### src/hdl/dsdo_pkg.sv
// shared constants and types of the dual sine difference oscillator
// no dependencies; every other file refers to it by scoped names
package dsdo_pkg;

  // block sizing
  localparam int CHANNELS    = 2;
  localparam int PHASE_BITS  = 24;
  localparam int CH_W        = (CHANNELS > 1) ? $clog2(CHANNELS) : 1;

  // item fields and register widths
  localparam int STEP_W      = 24;
  localparam int GAIN_W      = 16;
  localparam int SAMPLE_W    = 18;
  localparam int CFG_IDX_W   = 2;
  localparam int CFG_DATA_W  = 24;

  // queue between front and back
  localparam int QUEUE_DEPTH = 2;
  localparam int QPTR_W      = (QUEUE_DEPTH > 1) ? $clog2(QUEUE_DEPTH) : 1;
  localparam int QCNT_W      = $clog2(QUEUE_DEPTH + 1);

  // configuration register indexes
  localparam logic [CFG_IDX_W-1:0] REG_PHASE_STEP_ONE = 2'd0;
  localparam logic [CFG_IDX_W-1:0] REG_PHASE_STEP_TWO = 2'd1;
  localparam logic [CFG_IDX_W-1:0] REG_GAIN_ONE       = 2'd2;
  localparam logic [CFG_IDX_W-1:0] REG_GAIN_TWO       = 2'd3;

  // one classified request, as handed from front to back
  typedef struct packed {
    logic                  live;
    logic                  channel;
    logic [PHASE_BITS-1:0] phase_one;
    logic [PHASE_BITS-1:0] phase_two;
  } entry_t;

endpackage

### src/hdl/dsdo_queue.sv
// short fifo between front and back so each side stalls on its own
// depends on dsdo_pkg
module dsdo_queue (
  input  logic             clk,
  input  logic             rst,
  input  logic             push,
  input  dsdo_pkg::entry_t push_entry,
  output logic             full,
  output logic             head_valid,
  output dsdo_pkg::entry_t head,
  input  logic             pop
);

  dsdo_pkg::entry_t                mem [dsdo_pkg::QUEUE_DEPTH];
  logic [dsdo_pkg::QPTR_W-1:0]     wr_ptr;
  logic [dsdo_pkg::QPTR_W-1:0]     rd_ptr;
  logic [dsdo_pkg::QCNT_W-1:0]     count;

  assign full       = (count == dsdo_pkg::QCNT_W'(dsdo_pkg::QUEUE_DEPTH));
  assign head_valid = (count != '0);
  assign head       = mem[rd_ptr];

  // storage
  always_ff @(posedge clk) begin
    if (push) begin
      mem[wr_ptr] <= push_entry;
    end
  end

  // pointers and fill count
  always_ff @(posedge clk) begin
    if (rst) begin
      wr_ptr <= '0;
      rd_ptr <= '0;
      count  <= '0;
    end else begin
      if (push) begin
        wr_ptr <= (wr_ptr == dsdo_pkg::QPTR_W'(dsdo_pkg::QUEUE_DEPTH - 1)) ? '0 : wr_ptr + 1'b1;
      end
      if (pop) begin
        rd_ptr <= (rd_ptr == dsdo_pkg::QPTR_W'(dsdo_pkg::QUEUE_DEPTH - 1)) ? '0 : rd_ptr + 1'b1;
      end
      if (push && !pop) begin
        count <= count + 1'b1;
      end else if (pop && !push) begin
        count <= count - 1'b1;
      end
    end
  end

`ifndef NO_ASSERTIONS
  a_no_overflow: assert property (@(posedge clk) disable iff (rst)
    !(push && full && !pop))
    else $error("queue written while full");
  a_no_underflow: assert property (@(posedge clk) disable iff (rst)
    pop |-> head_valid)
    else $error("queue read while empty");
  a_count_bound: assert property (@(posedge clk) disable iff (rst)
    count <= dsdo_pkg::QCNT_W'(dsdo_pkg::QUEUE_DEPTH))
    else $error("queue fill count past its depth");
`endif

endmodule

### config.mk
export PLATFORM = sky130hd
export DESIGN_NAME = dsdo_queue
export DESIGN_NICKNAME = d
export VERILOG_FILES = /design/src/hdl/dsdo_pkg.sv /design/src/hdl/dsdo_queue.sv
export SDC_FILE = /design/constraint.sdc
export NUM_CORES = 1
export LEC_CHECK = 0
export CELL_PAD_IN_SITES_DETAIL_PLACEMENT = 0
export CELL_PAD_IN_SITES_GLOBAL_PLACEMENT = 1
export CORE_MARGIN = 2
export CORE_UTILIZATION = 56
export DETAILED_ROUTE_END_ITERATION = 16
export DONT_BUFFER_PORTS = 1
export PLACE_DENSITY_LB_ADDON = 0.1
export SETUP_SLACK_MARGIN = 0.3
export SLEW_MARGIN = 20
export SYNTH_ARGS = -nofsm -noshare
export SYNTH_HDL_FRONTEND = slang
export SYNTH_SLANG_ARGS = --single-unit
### constraint.sdc
create_clock -name clk -period 8.1 [get_ports clk]
set_input_delay 1.62 -clock clk [delete_from_list [all_inputs] [get_ports clk]]
set_output_delay 1.62 -clock clk [all_outputs]
set_load 0.005 [all_outputs]
Word-level counts from Yosys, hierarchy flattened
Memories as Yosys holds them, arrays and structs flattened. A register that Yosys moved wholly into a read port is not among the register bits.
Cells that the tools add are included.
- add/sub/neg operators: 4
- equality and inequality tests: 1
- muxes and demuxes: 8
- reduce and logical (&&, ||, !) cells: 6
- operators with widths (operator ; number):
    $mux 1 ; 6
    $mux 2 ; 2
    $reduce_bool 2->1 ; 2
    $add 1x1->1 const B ; 2
    $add 2x1->2 const B ; 1
    $eq 2x2->1 const B ; 1
    $logic_and 1x1->1 ; 2
    $logic_not 1->1 ; 2
    $sub 2x1->2 const B ; 1
- register bits: 4
- RAM bits: 100
- input port bits: 54
- output and inout bits: 52
- word-level logic and storage cells: 23
- memories: 1
- memories (name ; words ; bits a word ; read ports ; clocked after Yosys merged registers in ; wr ports ; line ; source):
    mem ; 2 ; 50 ; 1 ; 1 ; 1 ; dsdo_queue.sv:14 ; dsdo_pkg::entry_t mem [dsdo_pkg::QUEUE_DEPTH];

Depth between registers and ports, before layout
Gate-level depths: netlist of the first run.
- depth in word-level cells: 4
- mapped depth: 5
- gate-level depth less buffers: 5

Worst setup path after synthesis of the first run
OpenSTA, ideal clock, no wires.
- kind: input-to-reg
- start point: in push
- end point: mem mem[0][0] (netlist bit), enable pin
- setup time: 0.464 ns
- arrival time: 3.836 ns
- data required time: 7.636 ns
- path slack: 3.800 ns
- stages: 1
- buffers on the path: 0
- path through: nor2b_1
- word-level cells in the longest chain between the ends: 2
- ends and longest elaborated chain (item ; line ; source):
    from (decl) ; dsdo_queue.sv:6 ; input logic push,
    $mux 1 ; dsdo_queue.sv:25 ; if (push) begin
    $mux 1 (implied by the code) ; dsdo_queue.sv:26 ; mem[wr_ptr] <= push_entry;
    to (decl) ; dsdo_queue.sv:14 ;
Every way passes these cells.

==> results of run 1 <==
## state kept, by name, indices dropped and copies added (netlist names), named ones only
register / count
rd_ptr: 1
count: 2
wr_ptr: 1
mem: 100
## layer usage
layer | GRT usage (%) | vias up | wire (um)
li1 | - | 696 | -
met5 | 0 | - | 0
met2 | 25.8 | 58 | 3000
met3 | 7.05 | 8 | 507
met1 | 15.4 | 736 | 2050
met4 | 7.67 | 0 | 68
## report_power, final
part           switching (W)  leakage (nW)  internal (W)
logic              0.0000330         0.255     0.0000330
registers          0.0000180         0.981      0.000632
clock network       0.000156         0.102      0.000173
## layout by cell type (no fill, tap or decap)
master	n
clkinvlp_4	1
clkinv_2	1
nor2b_4	1
mux2_2	46
edfxtp_1	100
nor2_1	4
xor2_1	2
and2_4	1
dfxtp_1	4
clkbuf_1	1
clkinv_4	1
o21ai_0	1
or2_2	1
xnor2_1	2
clkbuf_8	9
or3_1	1
buf_4	1
inv_1	1
dfxtp_4	1
and2b_2	1
mux2_1	4
a21oi_1	1
bufinv_16	2
ha_1	1
## final timing paths
path | to | start | slack [ps]
worst max-delay path | head[34] | flip-flop | 4930
worst min-delay path | count[1] | count[1] | 510
worst max register to register | mem[0][37] | wr_ptr | 6420
worst min register to register | count[1] | count[1] | 510
## through the flow
| stage | hold WS, ps | instance area, um^2 |
|---|---|---|
| 2_1_floorplan | 456 | 3820 |
| 3_3_place_gp | 466 | 3890 |
| 3_5_place_dp | 497 | 3890 |
| 4_1_cts | 513 | 4100 |
| 5_1_grt | 549 | 4110 |
| 6_report | 505 | 4110 |
## synth_stat cells (all sizes together)
library cell  instances
xnor2                 2
mux2                 50
ha                    1
nor2b                 1
or3                   1
and2                  1
edfxtp              100
a21oi                 1
or2                   1
inv                   1
o21ai                 1
and2b                 1
nor2                  4
buf                   6
dfxtp                 5
xor2                  2
## area by class of cell
type	instances	area, um^2
clock buffer	10	128
clock inverter	5	81.3
fill	490	2570
inverter	1	3.75
multi-input combinational	66	679
sequential	105	3110
tap	80	100
timing repair buffer	1	7.51
## cells by family (layout without fill, tap and decap cells)
family / count (synthesis) / count (layout) / share of synthesized area, %
AOI/OAI and AO/OA: 2 / 2 / 0.262
xor gates and xnor gates: 4 / 4 / 0.918
adders and majority gates: 1 / 1 / 0.328
buffers and inverters: 7 / 17 / 1.21
DFF: 105 / 105 / 81.3
muxes: 50 / 50 / 14.7
and+or+nand+nor: 9 / 9 / 1.28
==> results by group, run 1 <==
Place
  – IO buf count: 0
  – DPL Wire Length: 3690 um
  – Cell count after placement: ~250
  – Pre-CTS setup slack: 4920 ps
  – Placer congestion estimate: 0.723

Layout
  – Area Overhead vs Synth: 7.54%
  – Inserted Diodes: 0
  – Final layout net count: ~240
  – Post-layout util: roughly three fifths
  – Layout cell share with drive strength beyond 1: roughly a third
  – Final cell count without fillers: approximately 270

Clocking
  – CTS tree: done
  – Clock root buffer: clkbuf_8
  – Post-CTS Resized: 0
  – Clk_lat worst skew: 340 ps
  – H-tree levels: 3
  – Hold-fix buffers at CTS: 0
  – Max Root-Sink Buffers: 2
  – Clock sinks: approximately 110
  – CTS buffer count: 9
  – Worst-path clk slew: roughly 80 ps
  – Post-CTS Setup Repair Bufs: 0

Logic synthesis
  – Yosys warns: 0
  – Area share of the largest cell type after synthesis: 78.6%
  – Post-synthesis net count: 233
  – Post-Synthesis Cell Area: approximately 3800 um^2
  – Distinct cells, synth: 18
  – Post-Syn Instances: approximately 180
  – Mapped Avg Cell Area: 21.5 um^2
  – Yosys reg bits: around 110
  – Yosys top cell by area: edfxtp_1
  – Sequential share of the synthesized area: 81.3%
  – Largest cells by area after synthesis: edfxtp_1, mux2_2, dfxtp_1, mux2_1, buf_4

Routing
  – Vias: 1498
  – DRT Pass-1 Iters: 4
  – Wire length per cell: 21.0 um
  – Drt drc: 0
  – DRT antenna net count: 0
  – WL final: approximately 5600 um
  – Initial DRC count: 84
  – Vias per cell: 5.59

Power and ir drop
  – Power per Cell Area: ~250 nW/um^2
  – Leakage power: 1.34 nW
  – Total power: around 0.0010 W
  – Max IR drop VDD: ~0.15 mV

Floorplanning
  – Core ar.: 6680 um^2
  – # rows: 30
  – Die footprint: about 7500 um^2
  – Chip Width: slightly below 90 um
  – Chip height: just under 90 um
  – I/O pin total: ~110
  – Initial Utilization: between 50 and 60%

Global routing
  – All-Layer GR Usage: around 15%
  – Largest net degree at the start of global routing: 51
  – Grt ovf: 0
  – Initial antenna violation count: 0
  – First-pass GRT wire length: roughly 8000 um
  – Vias in the first global route: about 1.6k

Critical path
  – CP Buf/Inv Count: 0
  – Critical path arrival: 1550 ps
  – Kind of critical path: flip-flop to output port
  – Crit start category: flip-flop
  – Worst r2r path cells: 2
  – Slowest stage delay, CP: roughly 770 ps
  – Critical-path cell list: mux2_2
  – Worst Path Required: between 6000 and 7000 ps
  – Slowest CP cell: dfxtp_4
  – CP top delay family: flip-flops
  – Worst Setup End Kind: output port
  – Cell count along the critical path: 1
  – Critical Path Fanout Max: 50

Min path
  – Hold/Removal Path Class: flip-flop to flip-flop
  – Worst Hold Path Cells: 2

STA
  – Final worst setup slack: 4930 ps
  – Max-slew violation count: 0
  – Setup TNS: 0 ps
  – RSZ-0062 raised after global routing: no
  – Setup-failing EPs final: 0
  – Fmax achieved: roughly 310 MHz
  – Rel. slew slack: 55.4%
  – Worst-Margin Slew: ~670 ps
  – Final period util: between 30% and 40%
  – Fin. Hold Viols: 0
  – Skew final: about 8.5 ps
  – Post-layout min period: ~3200 ps

Status
  – Status: completed

Flow run
  – Max Cap Violations: 0
No activity file was read; power rests on OpenSTA's default activity.
==> run 2, diff against run 1 <==
- CORE_UTILIZATION: 56 -> 52
- clock period: 8.1 -> 3.1 ns (I/O delays scaled with it)
==> run 2 against run 1 <==
  * Final area grew 2.1%
  * Clock-buffer cell count grew 2
  * Sequential power grew to 2.6 times the previous value
  * Die area grew 7.3%
  * Core utilization shrank 3.0 points
  * Via count grew 3.2%
  * Sequential cell count is the same
  * Setup slack lost 4300 ps
  * Clock skew grew 3.0 ps
  * Non-clock buffer count grew 4
  * Register-to-register slack lost 5000 ps
  * Critical path type unchanged
  * Critical endpoint is now head[0]
==> results by group, run 2 (synthesis results as in run 1) <==
Status
  – Status: completed

Critical path
  – R2r setup slk: roughly 1400 ps
  – Critical Path Fanout Max: 29
  – CP Buf/Inv Count: 1
  – Worst Setup End Kind: output port
  – Slowest stage delay, CP: ~760 ps
  – CP top delay family: flip-flops
  – Cell count along the critical path: 2
  – Worst r2r path cells: 2
  – Crit start category: flip-flop
  – Kind of critical path: flip-flop to output port
  – Critical-path cell list: buf_4 -> mux2_2
  – Worst Path Required: around 2500 ps
  – Slowest CP cell: dfxtp_2
  – Critical path arrival: ~1900 ps

Place
  – Placer congestion estimate: between 0.6 and 0.7
  – IO buf count: 0
  – Pre-CTS setup slack: 914 ps
  – Cell count after placement: between 200 and 300
  – Placed Area: ~3900 um^2
  – DPL Wire Length: around 4000 um

Floorplanning
  – # rows: 31
  – I/O pin total: ~110
  – Initial Utilization: 53.2%
  – Chip Width: between 80 and 90 um
  – Die footprint: approximately 8000 um^2
  – Chip height: 89.7 um
  – Core ar.: ~7200 um^2

Global routing
  – All-Layer GR Usage: 14.5%
  – Grt ovf: 0
  – Initial antenna violation count: 0
  – First-pass GRT wire length: a little over 8000 um
  – Largest net degree at the start of global routing: 33
  – Vias in the first global route: between 1.5k and 2k

Min path
  – Hold/Removal Path Class: input port to flip-flop
  – Worst Hold Path Cells: 1

Clocking
  – Clk_lat worst skew: ~350 ps
  – H-tree levels: 3
  – Clock root buffer: clkbuf_8
  – Post-CTS Resized: 0
  – Worst-path clk slew: approximately 90 ps
  – Post-CTS Setup Repair Bufs: 0
  – Clock sinks: between 100 and 150
  – Hold-fix buffers at CTS: 0
  – CTS buffer count: 9
  – CTS tree: done
  – Max Root-Sink Buffers: 2

STA
  – Final period util: roughly four fifths
  – Setup TNS: 0 ps
  – Final worst setup slack: approximately 590 ps
  – Rel. slew slack: 56.2%
  – Fin. Hold Viols: 0
  – Worst-Margin Slew: about 660 ps
  – Hold slack: between 300 and 400 ps
  – RSZ-0062 raised after global routing: no
  – Skew final: 11.4 ps
  – Fmax achieved: around 400 MHz
  – Post-layout min period: roughly 2500 ps
  – Max-slew violation count: 0
  – Setup-failing EPs final: 0

Routing
  – Vias per cell: between 5 and 6
  – Drt drc: 0
  – Vias: between 1.5k and 2k
  – Wire length per cell: between 15 and 20 um
  – DRT Pass-1 Iters: 4
  – Initial DRC count: 56
  – DRT antenna net count: 0
  – WL final: between 5000 and 6000 um

Layout
  – Most frequent cells in the layout: edfxtp_1, mux2_2, clkbuf_8, buf_4
  – Final instance area: ~4200 um^2
  – Max reg flops: 100
  – Final layout net count: between 200 and 250
  – Most common cell after layout, fill and taps aside: edfxtp_1
  – Inserted Diodes: 0
  – Final cell count without fillers: ~300
  – Largest regs: mem (100), count (2)
  – Area Overhead vs Synth: 9.76%
  – Top reg by flops: mem
  – Layout cell share with drive strength beyond 1: 36.3%

Flow run
  – Max Cap Violations: 0

Power and ir drop
  – Power per Cell Area: a little under 700 nW/um^2
  – Max IR drop VDD: approximately 0.32 mV
  – Leakage power: roughly 1.4 nW
-- run 2: worst reg2reg max path, cell delays in order, from the launching register on --
cell and delay [ps]:
dfxtp_1 410, and2_2 460, buf_4 460
-- run 2: routing by layer --
metal | vias up | track usage [%] | wire length [um]
li1 | 706 | - | -
met3 | 10 | 7.22 | 574
met5 | - | 0 | 0
met4 | 0 | 7.33 | 106
met1 | 764 | 13.8 | 1830
met2 | 66 | 25.5 | 3180
-- run 2: area by class of cell --
class,count,area [um^2]
clock buffer,12,145
clock inverter,4,98.8
fill,537,2980
inverter,1,3.75
multi-input combinational,66,678
sequential,105,3100
tap,99,124
timing repair buffer,5,37.5
-- run 2: worst paths after layout --
| check | start | to |
|---|---|---|
| worst min register to register | count[1] | count[1] |
| worst max register to register | wr_ptr | mem[1][49] |
| worst min-delay path | rst | count[1] |
| worst max-delay path | flip-flop | head[0] |
-- run 2: power breakdown --
group	total, W	switching (W)	internal (W)
clock	0.000973	0.000411	0.000562
sequential	0.00169	0.0000361	0.00165
combinational	0.000189	0.0000980	0.0000913
-- run 2: stage by stage --
stage / utilization [%] / power (W)
after floorplan: - / 0.00187
after global placement: 55.0 / 0.00191
after detailed placement: 55.0 / 0.00192
after CTS: 58.4 / 0.00289
after global routing: 58.4 / 0.00297
final: 58.4 / 0.00285
