### src/hdl/dsdo_pkg.sv
// shared constants and types of the dual sine difference oscillator
// no dependencies; every other file refers to it by scoped names
package dsdo_pkg;

  // block sizing
  localparam int CHANNELS    = 2;
  localparam int PHASE_BITS  = 24;
  localparam int CH_W        = (CHANNELS > 1) ? $clog2(CHANNELS) : 1;

  // item fields and register widths
  localparam int STEP_W      = 24;
  localparam int GAIN_W      = 16;
  localparam int SAMPLE_W    = 18;
  localparam int CFG_IDX_W   = 2;
  localparam int CFG_DATA_W  = 24;

  // queue between front and back
  localparam int QUEUE_DEPTH = 2;
  localparam int QPTR_W      = (QUEUE_DEPTH > 1) ? $clog2(QUEUE_DEPTH) : 1;
  localparam int QCNT_W      = $clog2(QUEUE_DEPTH + 1);

  // configuration register indexes
  localparam logic [CFG_IDX_W-1:0] REG_PHASE_STEP_ONE = 2'd0;
  localparam logic [CFG_IDX_W-1:0] REG_PHASE_STEP_TWO = 2'd1;
  localparam logic [CFG_IDX_W-1:0] REG_GAIN_ONE       = 2'd2;
  localparam logic [CFG_IDX_W-1:0] REG_GAIN_TWO       = 2'd3;

  // one classified request, as handed from front to back
  typedef struct packed {
    logic                  live;
    logic                  channel;
    logic [PHASE_BITS-1:0] phase_one;
    logic [PHASE_BITS-1:0] phase_two;
  } entry_t;

endpackage

### src/hdl/dsdo_if.sv
// valid/ready channel interfaces: input requests, result samples, register writes
// depends on dsdo_pkg for field widths
interface dsdo_in_if;
  logic valid;
  logic ready;
  logic channel_index;

  modport source (output valid, output channel_index, input ready);
  modport sink   (input valid, input channel_index, output ready);
endinterface


### src/hdl/dsdo_front.sv
// front end: accepts requests, checks the channel, reads and advances its phases
// depends on dsdo_pkg and dsdo_in_if
module dsdo_front (
  input  logic                           clk,
  input  logic                           rst,
  dsdo_in_if.sink                        in_ch,
  input  logic [dsdo_pkg::STEP_W-1:0]    step_one,
  input  logic [dsdo_pkg::STEP_W-1:0]    step_two,
  input  logic                           q_full,
  output logic                           push,
  output dsdo_pkg::entry_t               entry
);

  logic [dsdo_pkg::PHASE_BITS-1:0] phase_one [dsdo_pkg::CHANNELS];
  logic [dsdo_pkg::PHASE_BITS-1:0] phase_two [dsdo_pkg::CHANNELS];
  logic [dsdo_pkg::CH_W-1:0]       idx;
  logic                            live;

  // classify the request
  assign idx         = dsdo_pkg::CH_W'(in_ch.channel_index);
  assign live        = (int'(in_ch.channel_index) < dsdo_pkg::CHANNELS);
  assign in_ch.ready = !q_full;
  assign push        = in_ch.valid && in_ch.ready;

  // entry for the back end: phases before this request's advance
  always_comb begin
    entry.live      = live;
    entry.channel   = in_ch.channel_index;
    entry.phase_one = live ? phase_one[idx] : '0;
    entry.phase_two = live ? phase_two[idx] : '0;
  end

  // phase accumulators, wrap modulo one turn
  always_ff @(posedge clk) begin
    if (rst) begin
      for (int c = 0; c < dsdo_pkg::CHANNELS; c++) begin
        phase_one[c] <= '0;
        phase_two[c] <= '0;
      end
    end else if (push && live) begin
      phase_one[idx] <= phase_one[idx] + dsdo_pkg::PHASE_BITS'(step_one);
      phase_two[idx] <= phase_two[idx] + dsdo_pkg::PHASE_BITS'(step_two);
    end
  end

endmodule

### src/flat_wrapper.sv
// flat-port wrapper written by rule: the top's interface ports become plain ports
module dsdo_front_flat 
  (clk, rst, step_one, step_two, q_full, push, entry, in_ch_valid, in_ch_channel_index, in_ch_ready);
  dsdo_in_if in_ch_i ();
  input  logic clk;
  input  logic rst;
  input  logic [dsdo_pkg::STEP_W-1:0] step_one;
  input  logic [dsdo_pkg::STEP_W-1:0] step_two;
  input  logic q_full;
  output logic push;
  output dsdo_pkg::entry_t entry;
  input wire logic [$bits(in_ch_i.valid)-1:0] in_ch_valid;
  input wire logic [$bits(in_ch_i.channel_index)-1:0] in_ch_channel_index;
  output wire logic [$bits(in_ch_i.ready)-1:0] in_ch_ready;
  assign in_ch_i.valid = in_ch_valid;
  assign in_ch_i.channel_index = in_ch_channel_index;
  assign in_ch_ready = in_ch_i.ready;
  dsdo_front u_core (.clk(clk), .rst(rst), .in_ch(in_ch_i), .step_one(step_one), .step_two(step_two), .q_full(q_full), .push(push), .entry(entry));
endmodule
### config.mk
export PLATFORM = sky130hd
export DESIGN_NAME = dsdo_front_flat
export DESIGN_NICKNAME = d
export VERILOG_FILES = /design/src/hdl/dsdo_pkg.sv /design/src/hdl/dsdo_if.sv /design/src/hdl/dsdo_front.sv /design/src/flat_wrapper.sv
export SDC_FILE = /design/constraint.sdc
export NUM_CORES = 1
export LEC_CHECK = 0
export BUFFER_PORTS_ARGS = -buffer_cell sky130_fd_sc_hd__buf_2
export CAP_MARGIN = 25
export CORE_MARGIN = 5
export CORE_UTILIZATION = 60
export CTS_CLUSTER_SIZE = 28
export DETAILED_ROUTE_END_ITERATION = 10
export PLACE_DENSITY = 0.88
export SLEW_MARGIN = 10
export SYNTH_ARGS = -nofsm -noshare
export SYNTH_HDL_FRONTEND = slang
export SYNTH_SLANG_ARGS = --single-unit
### constraint.sdc
create_clock -name clk -period 5.2 [get_ports clk]
set_input_delay 0.52 -clock clk [delete_from_list [all_inputs] [get_ports clk]]
set_output_delay 0.52 -clock clk [all_outputs]
set_load 0.005 [all_outputs]
# After elaboration in Yosys (flattened, before gate mapping)
# Memory sizes are Yosys's and may differ from the RTL's.
# Cells that the tools add are included.
dict set report word_totals {
  out_inout_bits 52
  n_memories 2
  inputBits 53
  register_bits 0
  ram_bits 96
  elab_cells 19
}
# name words word_bits read_ports rd_ports_with_merged_regs wr line_no
set memory_table {}
lappend memory_table {u_core.phase_one 2 24 1 0 2 dsdo_front.sv:14} ;# logic [dsdo_pkg::PHASE_BITS-1:0] phase_one [dsdo_pkg::CHANNELS];
lappend memory_table {u_core.phase_two 2 24 1 0 2 dsdo_front.sv:15} ;# logic [dsdo_pkg::PHASE_BITS-1:0] phase_two [dsdo_pkg::CHANNELS];
dict set report op_classes {
  n_addsub 2
  n_mux 11
  n_reduce_logical 4
}
# operator count
set ops {}
lappend ops {{$add 24x24->24} 2}
lappend ops {{$mux 24} 2}
lappend ops {{$reduce_or 24->1} 2}
lappend ops {{$mux 1} 9}
lappend ops {{$logic_and 1x1->1} 1}
lappend ops {{$logic_not 1->1} 1}

# Depth between registers and ports, before layout
# Gate-level depths: netlist of run 1.
dict set report logic_depth {
  ltp_word 7
  ltp_mapped 11
}

# Worst setup path after synthesis of run 1
# No wires, ideal clock.
dict set report synth_timing {
  path_type {input port to flip-flop}
  startpoint {input port in_ch_channel_index}
  endpoint {memory u_core.phase_one[1][12] (netlist name), data pin}
  t_arrival_ns 3.150
  setup_slack_ns 1.784
  stages 11
  path_buffers 2
  cell_sequence {clkbuf_1 -> buf_1 -> mux2_2 -> ha_1 -> fa_1 -> a21o_1 -> a31oi_1 -> o21ai_0 -> a41oi_1 -> xor2_1 -> nor2_1}
}
# element line_no
set synth_lines {}
lappend synth_lines {{from (decl)} flat_wrapper.sv:13} ;# input wire logic [$bits(in_ch_i.channel_index)-1:0] in_ch_channel_index;
lappend synth_lines {{to (decl)} dsdo_front.sv:14}

==> results of run 1 <==
==> where the power goes <==
| part | total, W | internal (W) | switching, W |
|---|---|---|---|
| logic | 0.000542 | 0.000221 | 0.000321 |
| clock network | 0.000482 | 0.000220 | 0.000262 |
| registers | 0.000909 | 0.000898 | 0.0000105 |
==> stage by stage <==
step / hold WS, ps / cell area [µm²] / util, %
2_1_floorplan: 776 / 6320 / -
3_3_place_gp: 775 / 6950 / 67.3
3_5_place_dp: 803 / 6950 / 67.3
4_1_cts: 590 / 7130 / 69.1
5_1_grt: 599 / 7130 / 69.1
6_report: 605 / 7130 / 69.1
==> sequential cells by signal (all words and copies together) (netlist names) <==
signal / cells
u_core.phase_two: 48
u_core.phase_one: 48
==> worst paths after layout <==
| check | start | to | slack [ps] | cells after the start |
|---|---|---|---|---|
| max reg2reg | u_core.phase_one[1][0] | u_core.phase_one[0][12] | 2340 | 9 |
| max | in_ch_channel_index | u_core.phase_one[0][12] | 1840 | 11 |
| min | step_two[0] | u_core.phase_two[0][0] | 600 | 3 |
| min reg2reg | u_core.phase_one[0][0] | u_core.phase_one[0][0] | 830 | 3 |
==> cells by family after synthesis <==
kind of cell,after synthesis
flops,96
mux,50
simple gates,192
xor+xnor,33
fa+ha+maj,48
other cells,1
compound gates,144
buf+inv,41
==> worst max-delay path, delay by kind of cell <==
family | cells | cell delay (ps)
xor gates and xnor gates | 1 | 230
adders and majority gates | 2 | 650
muxes | 1 | 420
buffers and inverters | 2 | 500
and+or+nand+nor | 1 | 70
AOI/OAI and AO/OA | 4 | 1010
==> final cells by class <==
| class | count | area [µm²] | area share (%) |
|---|---|---|---|
| Multi-Input combinational cell | 468 | 3280 | 46.0 |
| Sequential cell | 96 | 2880 | 40.4 |
| Timing Repair Buffer | 110 | 568 | 7.96 |
| Tap cell | 136 | 170 | 2.39 |
| Clock buffer | 10 | 128 | 1.79 |
| Clock inverter | 5 | 58.8 | 0.824 |
| Inverter | 11 | 41.3 | 0.579 |
==> Yosys cell counts, drive strengths merged (2+ instances only) <==
library cell,n
nand2b,4
o311ai,2
a41oi,2
a211o,3
o31ai,3
mux2i,4
nor2,73
a31oi,9
ha,46
o221ai,2
xnor2,20
edfxtp,96
o21ai,29
inv,11
buf,10
and2,8
o221a,2
a211oi,3
clkbuf,20
or3,6
nand3,8
a21boi,2
nand2,39
nand4,15
a31o,2
o211ai,6
fa,2
xor2,13
a21o,10
and3,5
a21oi,51
o21a,12
nor3,23
nor3b,6
o21bai,3
nor2b,2
mux2,46
==> routing by layer <==
layer,share of wire [%],vias to the layer above,global-route usage [%],wire (µm)
li1,-,2453,-,-
met5,0,-,0,0
met1,41,2414,29.2,6020
met4,2.0,0,7.45,294
met3,7.7,29,3.88,1140
met2,50,209,41.2,7350
==> results.json, run 1 <==
{
  "status": "complete, no violations",
  "path_class": "in -> reg",
  "setup_ws_ps": 1840,
  "grt_start_max_net_pins": 46,
  "end_kind": "flip-flop",
  "antenna_found_initial": 0,
  "synthMuxAreaShare_pct": 8.82,
  "syn_inst": 605,
  "synth_area_um2": 6320,
  "synth-edff-count": 96,
  "vdd_drop_max_mv": 0.167,
  "layout-drive-gt1-share_pct": 26.1,
  "wire_per_inst_um": 17.7,
  "dp_hpwl_um": 10800,
  "layout_commonest_cell": "buf_2",
  "grt_pass1_vias": 5191,
  "first_pass_iters": 7,
  "cts.repair.resized": 0,
  "cap_violations": 0,
  "gp_congestion": 0.951,
  "dieWidth_um": 113,
  "die_y_um": 113,
  "cpMaxStageDelayCell": "buf_4",
  "setup_viol": 0,
  "slew_violations": 0,
  "crit_chain": "buf_2 -> buf_4 -> mux2_2 -> ha_1 -> fa_1 -> a21o_1 -> a31oi_1 -> o21ai_0 -> a41oi_1 -> xor2_1 -> nor2_1",
  "finalCritPeriodShare_pct": 64.5,
  "ys_warn_count": 0,
  "routed_wl_um": 14800,
  "power_density_nw_per_um2": 271,
  "synth.top_cell.area_share_pct": 45.6,
  "syn2layout_area_growth_pct": 12.8,
  "num_rows": 37,
  "drtIter0Drc": 264,
  "crit_path_start_kind": "input pin",
  "grt_pass1_wl_um": 24200,
  "dp_slack_ps": 1520,
  "clk_latency_ps": 360,
  "ios": 105,
  "numCtsBuffers": 9,
  "synth-xor-area-share_pct": 4.57,
  "holdCritPathClass": "in -> reg",
  "dieArea_um2": 12700,
  "synth_compound_area_share_pct": 14.5,
  "n_antenna_cell": 0,
  "synth_flop_cell": "edfxtp_1",
  "skew_ps": 10.9,
  "grt_usage_pct": 23.4,
  "cp_data_required_time_ps": 5290,
  "synth_top_family_by_area": "compound AO/OA/AOI/OAI gates",
  "ys_async_sr_fraction_pct": 0,
  "synth_fa_ha_area_share_pct": 9.73,
  "overflow": 0,
  "cts_tree": "yes",
  "yosys.area.top_type": "edfxtp_1",
  "cts_hold_buf": 0,
  "crit_fanout": 42,
  "syn-num-nets": 706,
  "drcViolationCount": 0,
  "core_area_um2": 10300,
  "dp.cells": 821,
  "layout_common_cells": "buf_2 (103), edfxtp_1 (96), nor2_1 (73)",
  "post_cts_buffers": 0,
  "synth_cell_types": 50,
  "power_w": 0.00193,
  "cts.sinks": 96,
  "layoutNonFillerInstCount": 836,
  "post-route-min-period_ps": 3360,
  "initial_utilization_pct": 61.3,
  "synth.area.top_cells": "edfxtp_1 (46%), ha_1 (9.1%), mux2_2 (8.2%)",
  "ctsRootBufferMaster": "clkbuf_8",
  "synth-simple-area-share_pct": 14.1,
  "grt_setup_unrepaired": "false",
  "portBuffers": 103,
  "ys_seq_elements": 96,
  "fin_nets": 797,
  "cts.clk_slew.worst_paths_ps": 90,
  "fill_cells": 786,
  "clk_path_buf_depth": 2,
  "avgSynthCellArea_um2": 10.5,
  "cp.arrival_ps": 3450,
  "maxSlewHeadroom_pct": 61.4,
  "slowest_delay_ps": 430,
  "seq_area_frac_synth_pct": 45.6,
  "ant_nets": 0,
  "tns_ps": 0,
  "vias": 5105,
  "power.leakage_nw": 2.96,
  "detail_route.vias_per_cell": 6.11,
  "hold_viol": 0,
  "worst_pin_slew_ps": 580,
  "cts_max_level": 3,
  "fmax_mhz": 298
}
Note: power is estimated with default switching activity, not from simulation.
==> run 2: changes to the inputs <==
--- a/config.mk
+++ b/config.mk
@@ -8,10 +8,10 @@
 export BUFFER_PORTS_ARGS = -buffer_cell sky130_fd_sc_hd__buf_2
 export CAP_MARGIN = 25
 export CORE_MARGIN = 5
-export CORE_UTILIZATION = 60
+export CORE_UTILIZATION = 52
 export CTS_CLUSTER_SIZE = 28
 export DETAILED_ROUTE_END_ITERATION = 10
-export PLACE_DENSITY = 0.88
+export PLACE_DENSITY = 0.81
 export SLEW_MARGIN = 10
 export SYNTH_ARGS = -nofsm -noshare
 export SYNTH_HDL_FRONTEND = slang
==> constraint.sdc (replaced) <==
create_clock -name clk -period 3 [get_ports clk]
set_input_delay 0.3 -clock clk [delete_from_list [all_inputs] [get_ports clk]]
set_output_delay 0.3 -clock clk [all_outputs]
set_load 0.005 [all_outputs]
==> run 2 against run 1 <==
  * Register-to-register slack lost 2100 ps
  * Combinational power rose by 96%
  * Critical endpoint unchanged
  * Largest power group unchanged
  * Sequential power is 74% higher
==> results.json, run 2 (same netlist as run 1, synthesis figures left out) <==
{
  "cp.depth": 9,
  "cpMaxStageDelayCell": "edfxtp_1",
  "n_antenna_cell": 0,
  "wire_per_inst_um": 18.0,
  "core_area_um2": 12000,
  "cts_hold_buf": 0,
  "ant_nets": 0,
  "fmax_mhz": 362,
  "power_density_nw_per_um2": 502,
  "detail_route.vias_per_cell": 5.92,
  "worst_pin_slew_ps": 578,
  "antenna_found_initial": 0,
  "maxSlewHeadroom_pct": 61.5,
  "fin_util_pct": 64.2,
  "path_class": "reg -> reg",
  "grt_pass1_wl_um": 25900,
  "cp_data_required_time_ps": 3080,
  "crit_chain": "mux2_2 -> ha_1 -> fa_1 -> a21o_1 -> a31oi_1 -> o21ai_0 -> a41oi_1 -> xor2_1 -> nor2_1",
  "fin_nets": 844,
  "clk_latency_ps": 360,
  "syn2layout_area_growth_pct": 21.3,
  "hold_slack_ps": 426,
  "dieArea_um2": 14500,
  "crit_path_start_kind": "flip-flop",
  "drtIter0Drc": 346,
  "power_w": 0.00385,
  "power.leakage_nw": 3.26,
  "grt_pass1_vias": 5426,
  "reg.largest.list": "u_core.phase_one (48), u_core.phase_two (48)",
  "clk_path_buf_depth": 2,
  "cts_max_level": 3,
  "whs_path_depth": 3,
  "tns_ps": 0,
  "cts.repair.resized": 0,
  "crit_fanout": 3,
  "grt_start_max_net_pins": 46,
  "setup_viol": 0,
  "cap_violations": 0,
  "grt_usage_pct": 22.3,
  "wl_met3_um": 1140,
  "first_pass_iters": 7,
  "slowest_delay_ps": 380,
  "fin_area_um2": 7670,
  "layout_common_cells": "buf_2 (103), edfxtp_1 (96), nor2_1 (73)",
  "wl_met1_um": 6760,
  "portBuffers": 103,
  "status": "complete, no violations",
  "cts.clk_slew.worst_paths_ps": 70,
  "cp.arrival_ps": 2850,
  "drcViolationCount": 0,
  "holdCritPathClass": "in -> reg",
  "cts.sinks": 96,
  "gp_congestion": 0.931,
  "layout_commonest_cell": "buf_2",
  "rr_worst_depth": 9,
  "top_layer_used": "met4",
  "vdd_drop_max_mv": 0.340,
  "post_cts_buffers": 0,
  "dp_hpwl_um": 12000,
  "slew_violations": 0,
  "routed_wl_um": 16100,
  "end_kind": "flip-flop",
  "dieWidth_um": 120,
  "initial_utilization_pct": 52.9,
  "die_y_um": 120,
  "overflow": 0,
  "cts_tree": "yes",
  "placed_area_um2": 7360,
  "grt_setup_unrepaired": "false",
  "layout-drive-gt1-share_pct": 30.6,
  "critPathBufInv": 0,
  "post-route-min-period_ps": 2760,
  "num_rows": 40,
  "routed-wl-met2_um": 8000,
  "skew_ps": 11.4,
  "ctsRootBufferMaster": "clkbuf_16",
  "vias": 5297,
  "crit_family": "compound AO/OA/AOI/OAI gates",
  "numCtsBuffers": 9,
  "finalCritPeriodShare_pct": 92.1,
  "hold_viol": 0,
  "ios": 105
}
[run 2: changes by cell type in the layout (fill, tap and decap cells not counted)]
cell | before | now
buf_12 | 0 | 4
buf_4 | 7 | 50
bufinv_16 | 1 | 2
clkbuf_1 | 1 | 0
clkbuf_16 | 0 | 9
clkbuf_8 | 9 | 0
clkinv_1 | 0 | 3
clkinv_2 | 1 | 0
clkinv_4 | 1 | 0
[run 2: tightest hold or removal path, stage by stage]
cell and delay [ps]:
buf_2 100, ha_1 160, and2_1 120
[run 2: final timing paths]
path	to	slack (ps)	startpoint
min reg2reg	u_core.phase_two[0][0]	830	u_core.phase_two[0][0]
min	u_core.phase_two[0][0]	430	step_two[0]
max	u_core.phase_one[0][12]	240	u_core.phase_one[0][0]
max reg2reg	u_core.phase_one[0][12]	240	u_core.phase_one[0][0]
[run 2: final cells by class]
type / instances / area [µm²]
inverter: 11 / 41.3
sequential: 96 / 2880
timing repair buffer: 157 / 971
clock buffer: 9 / 225
fill: 949 / 4290
tap: 147 / 184
multi-input combinational: 468 / 3280
clock inverter: 7 / 86.3
[run 2: metrics by stage]
| step | std cells | setup slack (ps) |
|---|---|---|
| after floorplan | 605 | 87.7 |
| after global placement | 879 | -41.2 |
| after detailed placement | 879 | -96.1 |
| after CTS | 895 | 246 |
| after global routing | 895 | 74.9 |
| final | 895 | 237 |
[run 2: power breakdown]
part	switching, W	internal (W)
sequential	0.0000190	0.00156
combinational	0.000589	0.000467
clock	0.000500	0.000722
total	0.00111	0.00275
[run 2: per-layer routing]
layer	global-route usage (%)	vias up
met3	3.93	20
met2	38.7	207
met5	0	-
met4	7.08	0
met1	28.4	2516
li1	-	2554
==> run 3: changes to the inputs <==
--- a/config.mk
+++ b/config.mk
@@ -5,7 +5,7 @@
 export SDC_FILE = /design/constraint.sdc
 export NUM_CORES = 1
 export LEC_CHECK = 0
-export BUFFER_PORTS_ARGS = -buffer_cell sky130_fd_sc_hd__buf_2
+export BUFFER_PORTS_ARGS = -buffer_cell sky130_fd_sc_hd__buf_4
 export CAP_MARGIN = 25
 export CORE_MARGIN = 5
 export CORE_UTILIZATION = 52
==> run 3 against run 2 <==
  * Routed wire length grew 3.4%
  * Combinational power grew 5%
  * Sequential share of layout area shrank 1.2 points
  * Global-route usage grew 1.1 points
  * Total power grew 3.5%
  * Critical path depth is the same
  * Non-clock buffer count shrank 1
  * Clock power grew 7%
  * Via count grew 2.1%
  * Setup slack lost 110 ps
  * First-iteration DRC count grew 14%
  * Critical endpoint is now u_core.phase_two[0][22]
==> results.json, run 3 (same netlist as run 1, synthesis figures left out) <==
{
  "reg.largest.list": "u_core.phase_one (48), u_core.phase_two (48)",
  "portBuffers": 103,
  "crit_chain": "mux2_2 -> ha_1 -> fa_1 -> a21oi_1 -> o21ai_0 -> nand3_1 -> nand3_1 -> mux2i_1 -> o311ai_0",
  "layout_common_cells": "buf_4 (152), edfxtp_1 (96), nor2_1 (73)",
  "layout-drive-gt1-share_pct": 30.4,
  "fill_cells": 936,
  "grt_pass1_wl_um": 26900,
  "setup_ws_ps": 123,
  "dieArea_um2": 14500,
  "power_frac_clock_pct": 32.6,
  "slowest_delay_ps": 420,
  "routed_wl_um": 16700,
  "ant_nets": 0,
  "vdd_drop_max_mv": 0.315,
  "r2r_slack_ps": 120,
  "p_int_w": 0.00288,
  "multi_input_area_um2": 3280,
  "path_class": "reg -> reg",
  "drtIter0Drc": 395,
  "holdCritPathClass": "in -> reg",
  "slew_violations": 0,
  "grt_usage_pct": 23.4,
  "placed_area_um2": 7600,
  "cpMaxStageDelayCell": "fa_1",
  "r2r-start": "u_core.phase_two[0][0]",
  "wire_per_inst_um": 18.7,
  "switching_share_pct": 27.8,
  "cts_tree": "yes",
  "power_density_nw_per_um2": 503,
  "worst_path_most_repeated_cell": "nand3_1",
  "fin_area_um2": 7930,
  "whs_path_depth": 3,
  "first_pass_iters": 7,
  "crit_fanout": 4,
  "seq_area_um2": 2880,
  "cts_max_level": 3,
  "worstReg2RegEnd": "u_core.phase_two[0][22]",
  "cap_violations": 0,
  "ctsRootBufferMaster": "clkbuf_16",
  "hold_path_end": "u_core.phase_one[0][0]",
  "finalCritPeriodShare_pct": 95.9,
  "post_cts_buffers": 0,
  "power_frac_seq_pct": 39.5,
  "initial_utilization_pct": 52.9,
  "ios": 105,
  "syn2layout_area_growth_pct": 25.4,
  "cts.repair.resized": 0,
  "maxSlewHeadroom_pct": 61.7,
  "dp_slack_ps": -226,
  "dieWidth_um": 120,
  "hp-start": "step_one[0]",
  "status": "complete, no violations",
  "hold_viol": 0,
  "cts.sinks": 96,
  "overflow": 0,
  "vias": 5409,
  "core_area_um2": 12000,
  "power.leakage_nw": 3.33,
  "detail_route.vias_per_cell": 6.06,
  "layout_commonest_cell": "buf_4",
  "drcViolationCount": 0,
  "antenna_found_initial": 0,
  "end_kind": "flip-flop",
  "power_frac_comb_pct": 27.9,
  "post-route-min-period_ps": 2880,
  "setup_viol": 0,
  "skew_ps": 5.11,
  "cp_data_required_time_ps": 3070,
  "worst_pin_slew_ps": 575,
  "clk_path_buf_depth": 2,
  "crit_path_start_kind": "flip-flop",
  "cts_hold_buf": 0,
  "num_rows": 40,
  "cp.arrival_ps": 2950,
  "rr_worst_depth": 9,
  "numCtsBuffers": 9,
  "grt_start_max_net_pins": 46,
  "dp_hpwl_um": 12400,
  "cts.clk_slew.worst_paths_ps": 60,
  "grt_pass1_vias": 5515,
  "fin_nets": 843,
  "netSwitchingPower_w": 0.00111,
  "clk_latency_ps": 350,
  "gp_congestion": 0.932,
  "die_y_um": 120,
  "grt_setup_unrepaired": "false",
  "fmax_mhz": 348,
  "n_antenna_cell": 0
}
==> run 3: changes by cell type in the layout (fill, tap and decap cells not counted) <==
cell | before | now
clkinv_1 | 3 | 1
buf_6 | 0 | 1
bufinv_16 | 2 | 3
buf_4 | 50 | 152
clkbuf_1 | 0 | 2
clkinvlp_4 | 2 | 0
buf_12 | 4 | 3
buf_2 | 103 | 0
==> run 3: worst max path at each step <==
stage | slack [ps] | cells after the start | from | end
floorplan | 90 | 10 | in_ch_channel_index | u_core.phase_one[1][22]
finish | 120 | 9 | u_core.phase_two[0][0] | u_core.phase_two[0][22]
global route | 3 | 9 | u_core.phase_one[0][0] | u_core.phase_one[0][12]
detailed placement | -230 | 11 | in_ch_channel_index | u_core.phase_two[0][22]
CTS | 140 | 11 | in_ch_channel_index | u_core.phase_two[0][22]
global placement | -60 | 10 | in_ch_channel_index | u_core.phase_one[0][12]
==> run 3: per-stage QoR <==
stage                     setup TNS, ps  instances  util, %  total power, W  hold WS, ps
after global routing                  0        893     66.3         0.00416          410
after global placement             -526        878     63.5         0.00266          737
final                                 0        893     66.3         0.00399          382
after detailed placement          -3360        878     63.5         0.00270          733
after CTS                             0        893     66.3         0.00399          373
after floorplan                       0        605        -         0.00228          618
==> run 3: layout make-up <==
cell class | count | share of cell area (%)
timing repair buffer | 156 | 15.3
tap | 147 | 2.32
multi-input combinational | 468 | 41.4
clock buffer | 11 | 2.93
inverter | 11 | 0.521
sequential | 96 | 36.3
clock inverter | 4 | 1.18
==> run 3: power groups by stage <==
stage	clock, W	combinational, W	sequential [W]
finish	0.00130	0.00111	0.00158
CTS	0.00131	0.00110	0.00158
detailed placement	0	0.00109	0.00161
global placement	0	0.00106	0.00160
floorplan	0	0.000675	0.00160
global route	0.00137	0.00121	0.00158
==> run 3: worst max-delay path, delay by kind of cell, from the launching register on <==
family / cells / cell delay (ps)
AOI/OAI and AO/OA: 3 / 580
adders and majority gates: 2 / 650
and+or+nand+nor: 2 / 460
muxes: 2 / 530
DFF: 1 / 370
==> run 3: per-layer routing <==
metal / track usage, % / vias to the layer above / part of all wire (%)
li1: - / 2542 / -
met1: 29.7 / 2620 / 43
met2: 39.7 / 210 / 49
met3: 3.88 / 37 / 6.0
met4: 9.77 / 0 / 2.5
met5: 0 / - / 0
